`config.mk`:
```
export PLATFORM = sky130hd
export DESIGN_NAME = bcm_rtc
export DESIGN_NICKNAME = d
export VERILOG_FILES = /design/src/hw/rtl/banked_cartridge_mapper_rtc_assert.svh /design/src/hw/rtl/bcm_pkg.sv /design/src/hw/rtl/bcm_rtc.sv
export SDC_FILE = /design/constraint.sdc
export NUM_CORES = 1
export LEC_CHECK = 0
export BUFFER_PORTS_ARGS = -buffer_cell sky130_fd_sc_hd__buf_2
export CAP_MARGIN = 10
export CELL_PAD_IN_SITES_DETAIL_PLACEMENT = 0
export CELL_PAD_IN_SITES_GLOBAL_PLACEMENT = 1
export CORE_MARGIN = 3
export CORE_UTILIZATION = 41
export CTS_CLUSTER_DIAMETER = 120
export DETAILED_ROUTE_END_ITERATION = 7
export GPL_ROUTABILITY_DRIVEN = 0
export PLACE_DENSITY_LB_ADDON = 0.1
export SETUP_SLACK_MARGIN = 0.15
export SYNTH_ARGS = -nofsm -noshare
export SYNTH_HDL_FRONTEND = slang
export SYNTH_SLANG_ARGS = --single-unit
```
`constraint.sdc`:
```
create_clock -name aclk -period 3.48 [get_ports aclk]
set_input_delay 0.696 -clock aclk [delete_from_list [all_inputs] [get_ports aclk]]
set_output_delay 0.696 -clock aclk [all_outputs]
set_load 0.01 [all_outputs]
```
`src/hw/rtl/banked_cartridge_mapper_rtc_assert.svh`:
```
// Assertion macros shared by the cartridge mapper RTL.
// Depends on a clock named aclk and an active-low reset named aresetn in the using module.
`ifndef BANKED_CARTRIDGE_MAPPER_RTC_ASSERT_SVH
`define BANKED_CARTRIDGE_MAPPER_RTC_ASSERT_SVH

// Check a property on every clock edge outside reset.
`define BCM_ASSERT(label, prop, msg) \
    label: assert property (@(posedge aclk) disable iff (!aresetn) (prop)) else $error(msg);

// Check that a condition implies a consequence in the same cycle.
`define BCM_ASSERT_IMPL(label, cond, cons, msg) \
    `BCM_ASSERT(label, (cond) |-> (cons), msg)

// Check that a condition implies a consequence in the next cycle.
`define BCM_ASSERT_NEXT(label, cond, cons, msg) \
    `BCM_ASSERT(label, (cond) |=> (cons), msg)

`endif

```
`src/hw/rtl/bcm_pkg.sv`:
```
// Shared types and constants of the banked cartridge mapper with real-time clock.
// No dependencies; used by bcm_rtc and banked_cartridge_mapper_rtc.
package bcm_pkg;

    // Request kinds carried in s_tuser
    localparam logic [1:0] REQ_READ  = 2'd0;
    localparam logic [1:0] REQ_WRITE = 2'd1;
    localparam logic [1:0] REQ_TICK  = 2'd2;

    // Clock register indexes (select minus 8)
    localparam logic [2:0] CLK_SEC  = 3'd0;
    localparam logic [2:0] CLK_MIN  = 3'd1;
    localparam logic [2:0] CLK_HOUR = 3'd2;
    localparam logic [2:0] CLK_DAYL = 3'd3;
    localparam logic [2:0] CLK_DAYH = 3'd4;

    // Select values that map the clock registers
    localparam logic [3:0] SEL_CLK_FIRST = 4'h8;
    localparam logic [3:0] SEL_CLK_LAST  = 4'hC;

    // Mapper constants
    localparam logic [3:0] ENABLE_KEY   = 4'hA;
    localparam logic [7:0] LATCH_ARM    = 8'h00;
    localparam logic [7:0] LATCH_FIRE   = 8'h01;
    localparam logic [7:0] OPEN_BUS     = 8'hFF;
    localparam logic [23:0] TPS_RESET   = 24'd32768;

    // Parameter defaults
    localparam int RAM_BANK_BYTES_DEF = 8192;
    localparam int RAM_BANKS_DEF      = 4;
    localparam int ROM_BANK_BITS_DEF  = 7;

    // Control from the mapper to the clock
    typedef struct packed {
        logic       tick;
        logic       latch;
        logic       wr_en;
        logic [2:0] wr_reg;
        logic [7:0] wr_data;
    } rtc_ctl_t;

endpackage

```
`src/hw/rtl/bcm_rtc.sv`:
```
// Real-time clock of the cartridge mapper: live counters, sub-second divider, latched copy.
// Depends on bcm_pkg for the control struct and clock register codes.
module bcm_rtc (
    input  logic             aclk,
    input  logic             aresetn,
    input  bcm_pkg::rtc_ctl_t ctl,
    input  logic [23:0]      ticks_per_second,
    input  logic [2:0]       rd_sel,
    output logic [7:0]       rd_byte
);

    logic [23:0] sub_reg;
    logic [5:0]  sec_reg;
    logic [5:0]  min_reg;
    logic [4:0]  hour_reg;
    logic [8:0]  day_reg;
    logic        halt_reg;
    logic        carry_reg;
    logic [7:0]  lat_reg [5];

    logic [23:0] limit;
    logic [24:0] sub_inc;
    logic        second_pass;

    // Divide ticks down to seconds
    always_comb begin
        limit       = (ticks_per_second == 24'd0) ? 24'd1 : ticks_per_second;
        sub_inc     = {1'b0, sub_reg} + 25'd1;
        second_pass = (sub_inc >= {1'b0, limit});
    end

    // Read the latched copy
    always_comb begin
        rd_byte = 8'h00;
        if (rd_sel <= bcm_pkg::CLK_DAYH) begin
            rd_byte = lat_reg[rd_sel];
        end
    end

    always_ff @(posedge aclk) begin
        if (!aresetn) begin
            sub_reg   <= '0;
            sec_reg   <= '0;
            min_reg   <= '0;
            hour_reg  <= '0;
            day_reg   <= '0;
            halt_reg  <= 1'b0;
            carry_reg <= 1'b0;
            for (int i = 0; i < 5; i++) begin
                lat_reg[i] <= '0;
            end
        end else begin
            // Advance the live clock while running
            if (ctl.tick && !halt_reg) begin
                if (second_pass) begin
                    sub_reg <= '0;
                    if (sec_reg != 6'd59) begin
                        sec_reg <= sec_reg + 6'd1;
                    end else begin
                        sec_reg <= '0;
                        if (min_reg != 6'd59) begin
                            min_reg <= min_reg + 6'd1;
                        end else begin
                            min_reg <= '0;
                            if (hour_reg != 5'd23) begin
                                hour_reg <= hour_reg + 5'd1;
                            end else begin
                                hour_reg <= '0;
                                if (day_reg == 9'd511) begin
                                    day_reg   <= '0;
                                    carry_reg <= 1'b1;
                                end else begin
                                    day_reg <= day_reg + 9'd1;
                                end
                            end
                        end
                    end
                end else begin
                    sub_reg <= sub_inc[23:0];
                end
            end

            // Copy the live clock into the latched registers
            if (ctl.latch) begin
                lat_reg[0] <= {2'b00, sec_reg};
                lat_reg[1] <= {2'b00, min_reg};
                lat_reg[2] <= {3'b000, hour_reg};
                lat_reg[3] <= day_reg[7:0];
                lat_reg[4] <= {carry_reg, halt_reg, 5'b00000, day_reg[8]};
            end

            // Apply a clock register write; day-high always, others only while halted
            if (ctl.wr_en) begin
                if (ctl.wr_reg == bcm_pkg::CLK_DAYH) begin
                    day_reg[8] <= ctl.wr_data[0];
                    halt_reg   <= ctl.wr_data[6];
                    carry_reg  <= ctl.wr_data[7];
                    lat_reg[4] <= {ctl.wr_data[7], ctl.wr_data[6], 5'b00000, ctl.wr_data[0]};
                end else if (halt_reg) begin
                    case (ctl.wr_reg)
                        bcm_pkg::CLK_SEC: begin
                            sec_reg    <= ctl.wr_data[5:0];
                            lat_reg[0] <= {2'b00, ctl.wr_data[5:0]};
                        end
                        bcm_pkg::CLK_MIN: begin
                            min_reg    <= ctl.wr_data[5:0];
                            lat_reg[1] <= {2'b00, ctl.wr_data[5:0]};
                        end
                        bcm_pkg::CLK_HOUR: begin
                            hour_reg   <= ctl.wr_data[4:0];
                            lat_reg[2] <= {3'b000, ctl.wr_data[4:0]};
                        end
                        bcm_pkg::CLK_DAYL: begin
                            day_reg[7:0] <= ctl.wr_data;
                            lat_reg[3]   <= ctl.wr_data;
                        end
                        default: begin
                        end
                    endcase
                end
            end
        end
    end

endmodule

```
==> qor.csv <==
stage,metric,value,unit
run_status,status,"complete, but fails checks",
run_status,failing checks,negative setup slack,
route,router iterations before antenna repair,5,
setup_path,Buffers & Inverters on Critical Path,3,
setup_path,CP startpoint,sub_reg[6]$_SDFFE_PN0P_,
cells_and_area,post-layout util,0.571,
floorplanning,die height,121,µm
power_and_ir_drop,sw power,0.512,mW
hold_path,Hold Crit Endpoint,sub_reg[20]$_SDFFE_PN0P_,
power_and_ir_drop,Clock Power Share,0.435,
power_and_ir_drop,sw frac,0.241,
timing,final setup skew,0.00733,ns
synthesis,top cell type's share of synthesized area,0.192,
setup_path,crit path DAT,3.94,ns
cells_and_area,Antenna diodes,0,
hold_path,min-delay worst type,reg2reg,
power_and_ir_drop,Comb pwr share,0.098,
route,via count,5620,
clock_tree,Root Driver,clkbuf_16,
timing,Final min period,3.68,ns
timing,fin. max-slew vios,0,
synthesis,ys async rst share,0,
route,DRC,0,
synthesis,Syn Area/Cell,8.14,µm²
clock_tree,CTS clock-pin slew for the worst setup and hold paths,0.06,ns
floorplanning,row count,41,
setup_path,CP peak stage delay,0.50,ns
global_route,vias in the first global route,5211,
setup_path,CP top delay family,simple AND/OR/NAND/NOR gates,
global_route,antenna violations before repair,0,
floorplanning,Die Width,121,µm
clock_tree,hold buffers post-CTS,0,
cells_and_area,max reg flops,28,
synthesis,Ys Warns,0,
hold_path,WHS Path Cells,2,
power_and_ir_drop,Max VDD drop,253,µV
power_and_ir_drop,pwr dens,292,nW/µm²
setup_path,"setup slack, reg-to-reg",-0.20,ns
route,final WL,17300,µm
setup_path,crit path max-delay cell type,or4b_4,
global_route,first-pass GRT wire length,27400,µm
synthesis,post-synthesis net count,739,
placement,dpl ws,-0.444,ns
clock_tree,clk buf depth,2,
synthesis,ys flop type,dfxtp_1,
setup_path,CP Class,reg2reg,
setup_path,crit-path max FO,7,
timing,RSZ-0062 raised after global routing,yes,
floorplanning,IO Count,51,
setup_path,most numerous cell on the critical path,nand4_1,
placement,HPWL after DPL,12100,µm
clock_tree,H-tree levels,3,
route,initial drt markers,451,
route,drt via density,5.79,
setup_path,Worst EP required,3.74,ns
setup_path,Worst R2R End,day_reg[5]$_SDFF_PN0_,
setup_path,reg-to-reg startpoint,sub_reg[6]$_SDFFE_PN0P_,
clock_tree,total CTS buffers,9,
clock_tree,clock tree sinks,80,
synthesis,Synth Cell Area,5420,µm²
timing,final setup vio count,48,
global_route,largest net degree at the start of global routing,60,
synthesis,Synth Instances,666,
timing,Fin. Hold Viols,0,
setup_path,Reg2Reg Depth,16,
route,routed len/inst,17.8,µm
clock_tree,"Clk Latency, worst-skew pair",0.33,ns
synthesis,"count leader, synth",nand2_1,
hold_path,Worst Hold Launch,sub_reg[20]$_SDFFE_PN0P_,
timing,PnR worst setup slack,-0.196,ns
power_and_ir_drop,internal power,1.62,mW
synthesis,"EDFF count, synth",28,
power_and_ir_drop,sequential share of power,0.467,
synthesis,cell taking the most area after synthesis,dfxtp_1,
synthesis,top post-synthesis cells by area,"dfxtp_1 19%, edfxtp_1 16%, ha_1 6.9%",
setup_path,nature of the critical path endpoint,register,
synthesis,top post-synthesis cells by count,"75 x nand2_1, 68 x nand3_1, 64 x a21oi_1",
timing,Max Clk Rate,0.272,GHz
placement,port buffer count,50,
synthesis,post-synthesis sequential area ratio,0.347,
cells_and_area,layout cell share with drive strength beyond 1,0.333,
floorplanning,Initial Util,0.425,
timing,worst relative slew slack,0.321,
timing,"Period Utilization, post-route",1.06,
synthesis,Netlist cell types,65,
power_and_ir_drop,leakage dissipation,2.98,nW
cells_and_area,nets,867,
synthesis,"flops & latches, synth",80,
floorplanning,Die ar.,14600,µm²
global_route,aggregate global-route resource usage,0.238,
floorplanning,core area,12800,µm²
job,Max Cap Violations,0,
timing,Slew @ Worst Pin,1.02,ns
route,DRT antenna net count,0,
cells_and_area,area grow syn2layout,34.4,%
setup_path,CP startpoint kind,register,
global_route,final global-route overflow total,0,
setup_path,CP Cell Sequence,"and4_4, buf_6, nand4_4, nor2_4, nand4_1, xnor2_2, ha_1, nand4_1, buf_4, a211oi_2, o41a_1, or4_4, o21ai_4, clkbuf_16, or4b_4, a31oi_1",
clock_tree,TritonCTS clock tree,built,
worst max-delay path by stage:
stage | end | slack, ns | cells after the start
floorplan | day_reg[1]$_SDFF_PN0_ | -0.03 | 16
global placement | sub_reg[13]$_SDFFE_PN0P_ | -0.40 | 13
detailed placement | sub_reg[13]$_SDFFE_PN0P_ | -0.44 | 13
CTS | sub_reg[4]$_SDFFE_PN0P_ | -0.18 | 17
global route | day_reg[0]$_SDFF_PN0_ | -0.35 | 18
finish | day_reg[5]$_SDFF_PN0_ | -0.20 | 16
routing by layer:
layer,part of all wire,GRT usage,vias to the layer above
li1,-,-,2723
met1,0.47,0.352,2715
met2,0.45,0.355,155
met3,0.059,0.0471,27
met4,0.020,0.0616,0
met5,0,0,-
cells in the final DEF (no fill, tap or decap), types with 11 or more instances in the layout:
master / count
nor2_1: 24
nand4_1: 13
o21ai_0: 29
buf_2: 50
a21oi_1: 55
a31oi_1: 21
and3_1: 11
buf_4: 97
edfxtp_1: 28
nand3_1: 58
nand2_1: 74
ha_1: 27
inv_1: 35
nand3_2: 11
dfxtp_1: 41
dfxtp_2: 11
worst min-delay path: stages (launching register included):
cell,delay (ns)
dfxtp_1,0.34
nand2_1,0.08
a21oi_2,0.05
power groups by stage:
stage,logic [mW],clock network [mW],registers (mW)
floorplan,0.101,0,1.01
global route,0.230,0.978,0.995
CTS,0.203,0.936,0.994
finish,0.208,0.927,0.994
global placement,0.193,0,1.01
detailed placement,0.195,0,1.01
final cells by class:
class,instances,area [µm²]
fill,1180,5480
multi-input combinational,508,3610
sequential,80,1900
timing repair buffer,160,1160
clock buffer,11,233
tap,172,215
inverter,35,131
clock inverter,5,48.8
repair_timing:
action	in CTS	in global routing
endpoints found under the hold margin	0	0
resized for setup	41	38
cloned	1	1
setup buffers	15	5
pin swaps	16	26
endpoints found under the setup margin	51	51
logic make-up (layout without fill, tap and decap cells):
group,after synthesis,after routing,share of synthesized area
fa+ha+maj,30,30,0.0692
mux,9,9,0.0286
flops,80,80,0.347
xor+xnor,22,22,0.0355
buf+inv,78,211,0.0586
simple gates,273,273,0.272
compound gates,174,174,0.189
per-stage QoR:
stage,area (µm²),power (mW),hold WS (ns),cells,setup TNS [ns]
3_3_place_gp,6460,1.21,0.473,933,-8.84
6_report,7290,2.13,0.513,971,-5.11
3_5_place_dp,6460,1.21,0.474,933,-9.36
4_1_cts,7070,2.13,0.505,965,-4.64
5_1_grt,7290,2.20,0.532,971,-13.62
2_1_floorplan,5510,1.11,0.450,666,-0.0699
(Power assumes the default switching activity.)
